[src/array_list_engine_unit_assert.svh]
// Assertion macros for the list engine.
`ifndef ARRAY_LIST_ENGINE_UNIT_ASSERT_SVH
`define ARRAY_LIST_ENGINE_UNIT_ASSERT_SVH

// Same-cycle implication, disabled while reset is low.
`define ALE_ASSERT_IMP(label, clk, rst_n, ante, cons) \
  label: assert property (@(posedge clk) disable iff (!rst_n) (ante) |-> (cons)) \
    else $error("assertion failed: same-cycle implication");

// Next-cycle implication, disabled while reset is low.
`define ALE_ASSERT_NXT(label, clk, rst_n, ante, cons) \
  label: assert property (@(posedge clk) disable iff (!rst_n) (ante) |=> (cons)) \
    else $error("assertion failed: next-cycle implication");

`endif

[src/ale_pkg.sv]
package ale_pkg;

  localparam int unsigned DATA_W = 32;

  typedef enum logic [2:0] {
    CMD_APPEND    = 3'd0,
    CMD_INSERT    = 3'd1,
    CMD_ERASE_CNT = 3'd2,
    CMD_ERASE_RNG = 3'd3,
    CMD_READ      = 3'd4
  } cmd_e;

  typedef enum logic [1:0] {
    ST_OK     = 2'd0,
    ST_FULL   = 2'd1,
    ST_BADPOS = 2'd2,
    ST_RANGE  = 2'd3
  } st_e;

  typedef struct packed {
    logic [2:0]               cmd;
    logic [7:0]               pos;
    logic signed [DATA_W-1:0] value;
    logic [7:0]               cnt;
    logic [7:0]               rng_end;
  } req_t;

  typedef struct packed {
    logic signed [DATA_W-1:0] read_value;
    st_e                      status;
    logic [7:0]               element_count;
    logic                     is_empty;
  } res_t;

endpackage

[src/ale_mem.sv]
module ale_mem #(
  parameter int unsigned DEPTH = 128
) (
  input  logic                          clk_i,
  input  logic                          we_i,
  input  logic [$clog2(DEPTH)-1:0]      waddr_i,
  input  logic [ale_pkg::DATA_W-1:0]    wdata_i,
  input  logic                          re_i,
  input  logic [$clog2(DEPTH)-1:0]      raddr_i,
  output logic [ale_pkg::DATA_W-1:0]    rdata_o
);
  import ale_pkg::*;

  logic [DATA_W-1:0] mem_q [DEPTH];
  logic [DATA_W-1:0] rdata_q;

  always_ff @(posedge clk_i) begin
    if (we_i) begin
      mem_q[waddr_i] <= wdata_i;
    end
    if (re_i) begin
      rdata_q <= mem_q[raddr_i];
    end
  end

  assign rdata_o = rdata_q;

endmodule

[config.mk]
export PLATFORM = sky130hd
export DESIGN_NAME = ale_mem
export DESIGN_NICKNAME = d
export VERILOG_FILES = /design/src/array_list_engine_unit_assert.svh /design/src/ale_pkg.sv /design/src/ale_mem.sv
export SDC_FILE = /design/constraint.sdc
export NUM_CORES = 2
export LEC_CHECK = 0
export BUFFER_PORTS_ARGS = -buffer_cell sky130_fd_sc_hd__buf_2
export CAP_MARGIN = 20
export CELL_PAD_IN_SITES_DETAIL_PLACEMENT = 1
export CELL_PAD_IN_SITES_GLOBAL_PLACEMENT = 2
export CORE_UTILIZATION = 53
export CTS_CLUSTER_DIAMETER = 60
export DETAILED_ROUTE_END_ITERATION = 7
export GPL_ROUTABILITY_DRIVEN = 1
export PLACE_DENSITY_LB_ADDON = 0.2
export SLEW_MARGIN = 20
export SYNTH_ARGS = -nofsm -noshare
export SYNTH_HDL_FRONTEND = slang
export SYNTH_SLANG_ARGS = --single-unit
[constraint.sdc]
create_clock -name clk_i -period 3.8 [get_ports clk_i]
set_input_delay 0 -clock clk_i [delete_from_list [all_inputs] [get_ports clk_i]]
set_output_delay 0 -clock clk_i [all_outputs]
set_load 0.02 [all_outputs]
==> flow_metrics.env <==
export IMPL_status="finished, violations left"
export IMPL_violations="DRC"
export IMPL_portBuffers=80
export IMPL_synth_edff_count=4128
export IMPL_routed_wl_mm=432
export IMPL_path_clk_slew_ns=0.06
export IMPL_path_max_fanout=1
export IMPL_hp_class="input pin to flip-flop"
export IMPL_rsz0062_at_grt="no"
export IMPL_async_flop_share_pct=0
export IMPL_final_layout_size_suffix_gt1_share_pct=36.7
export IMPL_yosys_cell_count_top_type="edfxtp_1"
export IMPL_synth_cell_types=16
export IMPL_num_rows=199
export IMPL_skew_ns=0.0768
export IMPL_areaGrowthSynthToFinish_pct=14.5
export IMPL_post_cts_resized=0
export IMPL_required_ns=4.51
export IMPL_cts_buffers=416
export IMPL_place_area_sq_um=165000
export IMPL_grt_ovfl_total=0
export IMPL_ios=81
export IMPL_clkPwrFrac_pct=41.8
export IMPL_min_period_over_period_pct=85.6
export IMPL_syn_inst=5990
export IMPL_p_int_mw=74.9
export IMPL_ys_seq_area_share_pct=79.2
export IMPL_p_sw_share_pct=21.7
export IMPL_grt_pass1_vias=74300
export IMPL_htree_levels=5
export IMPL_nNetsFinal=6633
export IMPL_ant_nets=0
export IMPL_vias_per_cell=6.70
export IMPL_dpl_hpwl_mm=243
export IMPL_dr_pass1_iters=7
export IMPL_synth_area_sq_um=157000
export IMPL_switchingPower_mw=20.7
export IMPL_fill_cells=22900
export IMPL_worstSetupStartpoint="mem_q[52][31]$_DFFE_PP_"
export IMPL_setup_viol=0
export IMPL_drt_iter0_markers=10500
export IMPL_timing_rr_start="mem_q[52][31]$_DFFE_PP_"
export IMPL_antenna_found_initial=67
export IMPL_cts_sinks=4128
export IMPL_dieArea_sq_um=298000
export IMPL_track_usage_pct=29.2
export IMPL_power_density_nw_per_um2=534
export IMPL_synth_area_per_cell_sq_um=26.1
export IMPL_dominantRegCellSynth="edfxtp_1"
export IMPL_drv_slew=0
export IMPL_ys_seq_elements=4128
export IMPL_drc=12
export IMPL_design_area_sq_um=179000
export IMPL_final_hold_violation_count=0
export IMPL_root_buffer="clkbuf_16"
export IMPL_p_comb_share_pct=5.4
export IMPL_start_kind="flip-flop"
export IMPL_num_vias=72800
export IMPL_grt_pass1_wl_mm=597
export IMPL_yosysTopAreaCellShare_pct=79.2
export IMPL_ys_top_cells_by_count="edfxtp_1 (4128), mux4_2 (1344), clkbuf_1 (182)"
export IMPL_path_class="flip-flop to flip-flop"
export IMPL_fmax_ghz=0.307
export IMPL_ys_top_cells_by_area="edfxtp_1 (79%), mux4_2 (19%), clkbuf_1 (0.44%)"
export IMPL_clk_latency_ns=0.99
export IMPL_slew_headroom_pct=20.3
export IMPL_min_from="wdata_i[19]"
export IMPL_die_w_um=546
export IMPL_final_min_clock_period_ns=3.25
export IMPL_place_congestion=0.808
export IMPL_vdd_ir_drop_max_mv=0.523
export IMPL_crit_arrival_ns=3.96
export IMPL_p_leak_nw=55.2
export IMPL_rrSetupSlack_ns=0.55
export IMPL_synth_area_leader_cell="edfxtp_1"
export IMPL_core_sq_um=294000
export IMPL_clockBufferDepth=4
export IMPL_yosysWarnings=0
export IMPL_crit_path_end_kind="flip-flop"
export IMPL_worst_pin_slew_ns=1.20
export IMPL_grt_max_degree=129
export IMPL_p_seq_share_pct=52.8
export IMPL_maxCapViolCount=0
export IMPL_tritoncts="built"
export IMPL_routedWlPerCell_um=39.7
export IMPL_initial_core_util_pct=53.3
export IMPL_synth_nets=6039
export IMPL_tns_ns=0
export IMPL_die_h_um=546
==> final cells by class <==
cell class | instances | area, sq um | area share (%)
flip-flops and latches | 4128 | 124000 | 69.1
clock inverters | 267 | 2580 | 1.44
diodes | 32 | 80.1 | 0.0447
repair buffers | 492 | 4800 | 2.68
well taps | 3919 | 4900 | 2.73
multi-input cells | 1546 | 32300 | 18.0
clock buffers | 481 | 10700 | 5.95
==> cell families (layout without fill, tap and decap cells) <==
group | after synthesis | in the layout | share of synthesized area (%)
multiplexers | 1376 | 1376 | 19.6
flip-flops | 4128 | 4128 | 79.2
AND/OR/NAND/NOR | 170 | 170 | 0.445
buffers and inverters | 316 | 1240 | 0.837
other | 0 | 32 | 0
==> layout by cell type, fill, tap and decap left out, types with 52 or more instances in the layout <==
| master | n |
|---|---|
| buf_12 | 81 |
| mux4_2 | 1344 |
| nor2_4 | 119 |
| dlygate4sd3_1 | 52 |
| buf_4 | 307 |
| clkbuf_16 | 417 |
| clkinv_2 | 84 |
| clkbuf_1 | 64 |
| clkinv_1 | 101 |
| edfxtp_1 | 4128 |
==> registers in the layout, summed over array words and instances (netlist names) <==
signal and flops:
mem_q 4096, rdata_o 32
==> final timing paths <==
kind | cells past startpoint | end
worst min-delay path | 2 | mem_q[94][19]$_DFFE_PP_
worst max register to register | 5 | rdata_o[31]$_DFFE_PP_
worst max-delay path | 5 | rdata_o[31]$_DFFE_PP_
worst min register to register | 4 | rdata_o[0]$_DFFE_PP_
==> worst max-delay path, cell delays in order, from the launching register on <==
cell and delay (ns):
edfxtp_1 0.37, mux4_2 0.47, mux4_2 0.66, mux4_2 0.63, mux2_2 0.31, dlygate4sd3_1 0.56
==> per-layer routing <==
layer | vias to the layer above | global-route usage, % | wire length, um
met3 | 553 | 5.24 | 41700
met2 | 4022 | 45.3 | 204000
li1 | 27700 | - | -
met4 | 18 | 8.12 | 11800
met5 | - | 0 | 118
met1 | 40500 | 43.5 | 174000
==> metrics by stage <==
stage | worst slack, ns | hold WS, ns | utilization [%] | power [mW] | instances
after floorplan | 0.561 | 0.0989 | - | 53.8 | 5990
after global placement | 0.329 | 0.444 | 56.3 | 56.4 | 10000
after detailed placement | 0.315 | 0.449 | 56.3 | 56.5 | 10000
after CTS | 0.562 | 0.0155 | 61.0 | 96.2 | 10800
after global routing | 0.500 | 0.0450 | 61.0 | 97.8 | 10800
final | 0.547 | 0.0437 | 61.0 | 95.7 | 10900
==> power by group through the flow <==
stage	registers (mW)	logic, mW	clock network, mW
4_1_cts	50.5	5.15	40.6
5_1_grt	50.5	5.33	42.0
3_5_place_dp	51.4	5.08	0
3_3_place_gp	51.4	4.98	0
6_report	50.5	5.15	40.0
2_1_floorplan	51.4	2.43	0
==> timing repair <==
item | 4_1_cts | 5_1_grt
buffers inserted | 0 | 0
hold endpoints to repair | 3299 | 0
hold buffers | 52 | 0
No activity file was read; power rests on OpenSTA's default activity.
