## config.mk

```make
export PLATFORM = sky130hd
export DESIGN_NAME = ale_seq
export DESIGN_NICKNAME = d
export VERILOG_FILES = /design/src/array_list_engine_unit_assert.svh /design/src/ale_pkg.sv /design/src/ale_seq.sv
export SDC_FILE = /design/constraint.sdc
export NUM_CORES = 1
export LEC_CHECK = 0
export ABC_AREA = 1
export BUFFER_PORTS_ARGS = -buffer_cell sky130_fd_sc_hd__buf_2
export CAP_MARGIN = 0
export CORE_MARGIN = 8
export CORE_UTILIZATION = 40
export CTS_CLUSTER_DIAMETER = 150
export DETAILED_ROUTE_END_ITERATION = 10
export PLACE_DENSITY = 0.65
export SLEW_MARGIN = 40
export SYNTH_ARGS = -nofsm -noshare
export SYNTH_HDL_FRONTEND = slang
export SYNTH_SLANG_ARGS = --single-unit
```

## constraint.sdc

```tcl
create_clock -name clk_i -period 5.65 [get_ports clk_i]
set_input_delay 1.4125 -clock clk_i [delete_from_list [all_inputs] [get_ports clk_i]]
set_output_delay 1.4125 -clock clk_i [all_outputs]
set_load 0.005 [all_outputs]
```

## src/array_list_engine_unit_assert.svh

```systemverilog
// Assertion macros for the list engine.
`ifndef ARRAY_LIST_ENGINE_UNIT_ASSERT_SVH
`define ARRAY_LIST_ENGINE_UNIT_ASSERT_SVH

// Same-cycle implication, disabled while reset is low.
`define ALE_ASSERT_IMP(label, clk, rst_n, ante, cons) \
  label: assert property (@(posedge clk) disable iff (!rst_n) (ante) |-> (cons)) \
    else $error("assertion failed: same-cycle implication");

// Next-cycle implication, disabled while reset is low.
`define ALE_ASSERT_NXT(label, clk, rst_n, ante, cons) \
  label: assert property (@(posedge clk) disable iff (!rst_n) (ante) |=> (cons)) \
    else $error("assertion failed: next-cycle implication");

`endif

```

## src/ale_pkg.sv

```systemverilog
package ale_pkg;

  localparam int unsigned DATA_W = 32;

  typedef enum logic [2:0] {
    CMD_APPEND    = 3'd0,
    CMD_INSERT    = 3'd1,
    CMD_ERASE_CNT = 3'd2,
    CMD_ERASE_RNG = 3'd3,
    CMD_READ      = 3'd4
  } cmd_e;

  typedef enum logic [1:0] {
    ST_OK     = 2'd0,
    ST_FULL   = 2'd1,
    ST_BADPOS = 2'd2,
    ST_RANGE  = 2'd3
  } st_e;

  typedef struct packed {
    logic [2:0]               cmd;
    logic [7:0]               pos;
    logic signed [DATA_W-1:0] value;
    logic [7:0]               cnt;
    logic [7:0]               rng_end;
  } req_t;

  typedef struct packed {
    logic signed [DATA_W-1:0] read_value;
    st_e                      status;
    logic [7:0]               element_count;
    logic                     is_empty;
  } res_t;

endpackage

```

## src/ale_seq.sv

```systemverilog
module ale_seq #(
  parameter int unsigned CAPACITY = 128
) (
  input  logic                            clk_i,
  input  logic                            rst_ni,
  input  logic                            in_valid_i,
  output logic                            in_ready_o,
  input  ale_pkg::req_t                   req_i,
  output logic                            res_valid_o,
  input  logic                            res_ready_i,
  output ale_pkg::res_t                   res_o,
  output logic                            mem_we_o,
  output logic [$clog2(CAPACITY)-1:0]     mem_waddr_o,
  output logic [ale_pkg::DATA_W-1:0]      mem_wdata_o,
  output logic                            mem_re_o,
  output logic [$clog2(CAPACITY)-1:0]     mem_raddr_o,
  input  logic [ale_pkg::DATA_W-1:0]      mem_rdata_i
);
  import ale_pkg::*;

  localparam int unsigned AW   = $clog2(CAPACITY);
  localparam int unsigned CW   = $clog2(CAPACITY + 1);
  localparam int unsigned CMPW = (CW > 8) ? CW : 8;

  typedef enum logic [1:0] {
    S_IDLE,
    S_MOVE,
    S_READ,
    S_DONE
  } state_e;

  state_e            state_q;
  logic [CW-1:0]     count_q;
  logic [CW-1:0]     src_q;
  logic [CW-1:0]     n_q;
  logic [CW-1:0]     gap_q;
  logic [AW-1:0]     dst_q;
  logic [AW-1:0]     ins_addr_q;
  logic              pend_q;
  logic              up_q;
  logic              ins_q;
  logic [DATA_W-1:0] val_q;
  res_t              res_q;

  logic              accept;
  logic              full;
  logic [CMPW-1:0]   pos_x, end_x, cnt_x, count_x;
  logic [CMPW-1:0]   left_x, clamp_x, rem_x, sum_x, span_x, tail_x;
  logic [CMPW-1:0]   newcnt_x;
  logic [CW-1:0]     src_up, src_dn;

  st_e               dec_status;
  logic [CW-1:0]     dec_count, dec_src, dec_n, dec_gap;
  logic              dec_move, dec_read, dec_app, dec_up, dec_ins;

  assign accept  = in_valid_i && in_ready_o;
  assign full    = (count_q == CW'(CAPACITY));
  assign pos_x   = CMPW'(req_i.pos);
  assign end_x   = CMPW'(req_i.rng_end);
  assign cnt_x   = CMPW'(req_i.cnt);
  assign count_x = CMPW'(count_q);
  assign left_x  = count_x - pos_x;
  assign clamp_x = (cnt_x > left_x) ? left_x : cnt_x;
  assign rem_x   = left_x - clamp_x;
  assign sum_x   = pos_x + clamp_x;
  assign span_x  = end_x - pos_x;
  assign tail_x  = count_x - end_x;
  assign src_up  = src_q + CW'(1);
  assign src_dn  = src_q - gap_q;

  // Command decode against the current count.
  always_comb begin
    dec_status = ST_OK;
    dec_count  = count_q;
    dec_src    = '0;
    dec_n      = '0;
    dec_gap    = '0;
    dec_move   = 1'b0;
    dec_read   = 1'b0;
    dec_app    = 1'b0;
    dec_up     = 1'b0;
    dec_ins    = 1'b0;
    unique case (cmd_e'(req_i.cmd))
      CMD_APPEND: begin
        if (full) begin
          dec_status = ST_FULL;
        end else begin
          dec_app   = 1'b1;
          dec_count = count_q + CW'(1);
        end
      end
      CMD_INSERT: begin
        if (full) begin
          dec_status = ST_FULL;
        end else if (pos_x > count_x) begin
          dec_status = ST_BADPOS;
        end else begin
          dec_move  = 1'b1;
          dec_up    = 1'b1;
          dec_ins   = 1'b1;
          dec_src   = count_q - CW'(1);
          dec_n     = left_x[CW-1:0];
          dec_count = count_q + CW'(1);
        end
      end
      CMD_ERASE_CNT: begin
        if (pos_x >= count_x) begin
          dec_status = ST_BADPOS;
        end else if (clamp_x != '0) begin
          dec_move  = 1'b1;
          dec_gap   = clamp_x[CW-1:0];
          dec_src   = sum_x[CW-1:0];
          dec_n     = rem_x[CW-1:0];
          dec_count = count_q - clamp_x[CW-1:0];
        end
      end
      CMD_ERASE_RNG: begin
        if (pos_x < count_x && end_x <= count_x && pos_x < end_x) begin
          dec_move  = 1'b1;
          dec_gap   = span_x[CW-1:0];
          dec_src   = end_x[CW-1:0];
          dec_n     = tail_x[CW-1:0];
          dec_count = count_q - span_x[CW-1:0];
        end else begin
          dec_status = ST_BADPOS;
        end
      end
      CMD_READ: begin
        if (pos_x < count_x) begin
          dec_read = 1'b1;
        end else begin
          dec_status = ST_RANGE;
        end
      end
      default: ;
    endcase
  end

  assign newcnt_x = CMPW'(dec_count);

  // Memory port steering: one read and one write per cycle.
  always_comb begin
    mem_re_o    = 1'b0;
    mem_raddr_o = src_q[AW-1:0];
    mem_we_o    = 1'b0;
    mem_waddr_o = dst_q;
    mem_wdata_o = mem_rdata_i;
    if (state_q == S_IDLE) begin
      mem_re_o    = accept && dec_read;
      mem_raddr_o = pos_x[AW-1:0];
      mem_we_o    = accept && dec_app;
      mem_waddr_o = count_q[AW-1:0];
      mem_wdata_o = req_i.value;
    end else if (state_q == S_MOVE) begin
      mem_re_o = (n_q != '0);
      if (pend_q) begin
        mem_we_o = 1'b1;
      end else if (n_q == '0 && ins_q) begin
        mem_we_o    = 1'b1;
        mem_waddr_o = ins_addr_q;
        mem_wdata_o = val_q;
      end
    end
  end

  always_ff @(posedge clk_i or negedge rst_ni) begin
    if (!rst_ni) begin
      state_q    <= S_IDLE;
      count_q    <= '0;
      src_q      <= '0;
      n_q        <= '0;
      gap_q      <= '0;
      dst_q      <= '0;
      ins_addr_q <= '0;
      pend_q     <= 1'b0;
      up_q       <= 1'b0;
      ins_q      <= 1'b0;
      val_q      <= '0;
      res_q      <= '0;
    end else begin
      unique case (state_q)
        S_IDLE: begin
          if (accept) begin
            count_q             <= dec_count;
            res_q.read_value    <= '0;
            res_q.status        <= dec_status;
            res_q.element_count <= newcnt_x[7:0];
            res_q.is_empty      <= (dec_count == '0);
            src_q               <= dec_src;
            n_q                 <= dec_n;
            gap_q               <= dec_gap;
            up_q                <= dec_up;
            ins_q               <= dec_ins;
            ins_addr_q          <= pos_x[AW-1:0];
            val_q               <= req_i.value;
            pend_q              <= 1'b0;
            if (dec_move) begin
              state_q <= S_MOVE;
            end else if (dec_read) begin
              state_q <= S_READ;
            end else begin
              state_q <= S_DONE;
            end
          end
        end
        S_MOVE: begin
          pend_q <= (n_q != '0);
          if (n_q != '0) begin
            src_q <= up_q ? src_q - CW'(1) : src_up;
            n_q   <= n_q - CW'(1);
            dst_q <= up_q ? src_up[AW-1:0] : src_dn[AW-1:0];
          end else if (!pend_q) begin
            state_q <= S_DONE;
          end
        end
        S_READ: begin
          res_q.read_value <= mem_rdata_i;
          state_q          <= S_DONE;
        end
        S_DONE: begin
          if (res_ready_i) begin
            state_q <= S_IDLE;
          end
        end
        default: state_q <= S_IDLE;
      endcase
    end
  end

  assign in_ready_o  = (state_q == S_IDLE);
  assign res_valid_o = (state_q == S_DONE);
  assign res_o       = res_q;

endmodule

```

==> flow_metrics.py <==
metrics = {
    "clocking": {
        "cts_buffers": 17,
        "clk_latency_ns": 0.42,
        "cts_resized": 0,
        "clk_pin_slew_ns": 0.06,
        "cts-root-buf": "clkbuf_16",
        "cts_tree": "built",
        "htreeDepth": 4,
        "postCtsSetupBuffers": 0,
        "hold_buffers": 0,
        "clk_path_buf_depth": 2,
        "cts_sinks": 115,
    },
    "sta": {
        "finalSetupViolCount": 0,
        "max_freq_mhz": 200,
        "maxSlewViolCount": 0,
        "fin_crit_ns": 5.01,
        "fin_ws_ns": 0.639,
        "clock_skew_ns": 0.0123,
        "worst_slew_pin_slew_ns": 0.749,
        "rsz0062_at_grt": "false",
        "slew_headroom": 0.501,
        "finalSetupTns_ns": 0,
        "finalHoldViolCount": 0,
        "fin_crit_sh": 0.887,
    },
    "placement": {
        "pre_cts_ws_ns": 0.247,
        "finalWeightedCongestion": 1.03,
        "place_inst": 1945,
        "post_dp_cell_area_sq_mm": 0.0113,
        "dp_hpwl_um": 28400,
        "io_buffers": 187,
    },
    "route": {
        "totalWireLength_um": 36500,
        "wl_per_cell_um": 18.4,
        "vias_per_cell": 5.33,
        "detail-route-antenna-nets": 0,
        "vias": 10500,
        "drc": 0,
        "drtPass1Iterations": 5,
        "drt_iter0_drc": 812,
    },
    "global_route": {
        "grt_start_max_net_pins": 81,
        "gr-total-overflow": 0,
        "grt_pass1_vias": 10200,
        "grt_pass1_wl_um": 57200,
        "grt_usage": 0.236,
        "antenna_found_initial": 3,
    },
    "power": {
        "vdd_drop_max_v": 0.000555,
        "p_leak_nw": 6.34,
        "powerDensity_mw_per_mm2": 684,
    },
    "setup_path": {
        "crit_path_max_incr_delay_ns": 0.36,
        "cp-start-kind": "input pin",
        "required_ns": 5.99,
        "endpoint_kind": "register",
        "worstPathMaxFanout": 13,
        "critical_path_class": "input pin to register",
        "worst_ep_arrival_time_ns": 5.35,
        "crit_slowest_cell": "ha_1",
        "critPathMostFrequentCell": "nand2_1",
    },
    "layout": {
        "layout_common_cells": "272 x nand2_1, 214 x inv_1, 208 x o21ai_0",
        "finalNonFillerCells": 1978,
        "drive_gt1_frac": 0.195,
        "register_area_sq_mm": 0.00288,
        "final_core_util": 0.489,
        "final_common_cell": "nand2_1",
        "multi_input_area_sq_mm": 0.00598,
        "nets": 1806,
        "layout-area-overhead-vs-synth_pct": 20.0,
        "nFillCells": 2510,
        "final_cell_area_sq_mm": 0.0119,
    },
    "synthesis": {
        "ys_ff_latch": 115,
        "synth_fp_nets": 1629,
        "yosys.cell_types.count": 50,
        "synth_area_sq_mm": 0.00995,
        "syn_inst": 1463,
        "avgSynthCellArea_sq_um": 6.80,
        "yosysWarningCount": 0,
        "seq_area_frac_synth": 0.289,
    },
    "floorplan": {
        "fp.dieW_um": 174,
        "start_util": 0.408,
        "num_rows": 57,
        "fp.coreArea_sq_mm": 0.0244,
        "dieHeight_um": 174,
        "die-area_sq_mm": 0.0302,
        "io-pin-count": 188,
    },
    "run_status": {
        "status": "finished, final reports clean",
    },
    "run": {
        "cap_violations": 0,
    },
    "min_path": {
        "hp-class": "register to register",
    },
}
-- cell families after synthesis --
kind of cell,after synthesis,share of synthesized area
and+or+nand+nor,558,0.254
AOI/OAI and AO/OA,390,0.214
buffers and inverters,286,0.112
DFF,115,0.289
adders and majority gates,71,0.0930
xor gates and xnor gates,43,0.0378
-- registers in the layout, summed over array words and instances, names as in the netlist --
signal	count
dst_q	7
pend_q	1
n_q	8
state_q	2
val_q	32
ins_addr_q	7
src_q	7
gap_q	7
ins_q	1
res_o	43
-- cells in the mapped netlist, drive strengths merged --
cell type    n  share of area
buf         19          0.011
o31ai        2         0.0015
clkbuf      45          0.017
nor2       104          0.042
o211ai       6         0.0045
a31oi        6         0.0038
dfrtp      115           0.29
or2          5         0.0031
xnor2       11         0.0097
o2111ai      1        0.00088
a22oi        6         0.0045
a31o         1        0.00088
inv        217          0.082
nand2      310           0.13
a21oi      101          0.051
xor2        32          0.028
o21a         2         0.0015
a211oi       5         0.0038
o221a        1         0.0011
o21ai      223           0.11
fa           5          0.010
nand3      106          0.057
o221ai       7         0.0062
o311ai       2         0.0018
ha          66          0.083
o21bai       6         0.0049
nand4       13         0.0088
nor3        14         0.0070
a221oi       2         0.0018
o32ai        2         0.0018
nand3b       2         0.0015
nor4         3         0.0019
clkinv       5         0.0019
a21o         2         0.0015
o22ai       15         0.0094
and2         1        0.00063
-- power by group --
group	internal [mW]	total, mW	leakage [nW]	switching, mW
Clock	0.672	1.12	0.298	0.450
Sequential	1.20	1.47	1.45	0.268
Combinational	1.98	5.57	4.59	3.60
-- worst paths after layout --
kind                            from        end  slack [ns]  cells past startpoint
setup reg to reg            res_o[1]   src_q[6]        1.34                     29
max in group asynchronous     rst_ni   val_q[2]        3.66                      2
min in group asynchronous     rst_ni   src_q[2]        1.01                      1
hold / removal             res_o[10]  res_o[10]        0.47                      2
hold reg to reg            res_o[10]  res_o[10]        0.47                      2
setup / recovery           req_i[52]   src_q[6]        0.64                     35
-- final cells by class --
type | count | area share
Tap cell | 324 | 0.0340
Antenna cell | 1 | 0.000210
Multi-Input combinational cell | 1062 | 0.501
Sequential cell | 115 | 0.241
Timing Repair Buffer | 222 | 0.103
Clock inverter | 15 | 0.0153
Clock buffer | 17 | 0.0356
Inverter | 222 | 0.0698
-- worst max-delay path: cells and delay by family --
| kind | cells | cell delay, ns |
|---|---|---|
| AOI/OAI and AO/OA | 4 | 0.42 |
| xor gates and xnor gates | 1 | 0.27 |
| adders and majority gates | 4 | 1.14 |
| buffers and inverters | 5 | 0.41 |
| and+or+nand+nor | 21 | 1.68 |
-- per-stage QoR --
stage / total power [mW] / hold slack (ns)
2_1_floorplan: 5.19 / 0.444
3_3_place_gp: 6.94 / 0.460
3_5_place_dp: 6.99 / 0.465
4_1_cts: 8.14 / 0.480
5_1_grt: 8.91 / 0.495
6_report: 8.17 / 0.474
-- metal layers --
metal	vias to the layer above	global-route usage	share of wire
li1	5189	-	-
met1	4858	0.305	0.42
met4	4	0.0969	0.035
met5	-	0	0.00074
met3	66	0.0427	0.073
met2	416	0.384	0.47
Note: power is estimated with default switching activity, not from simulation.
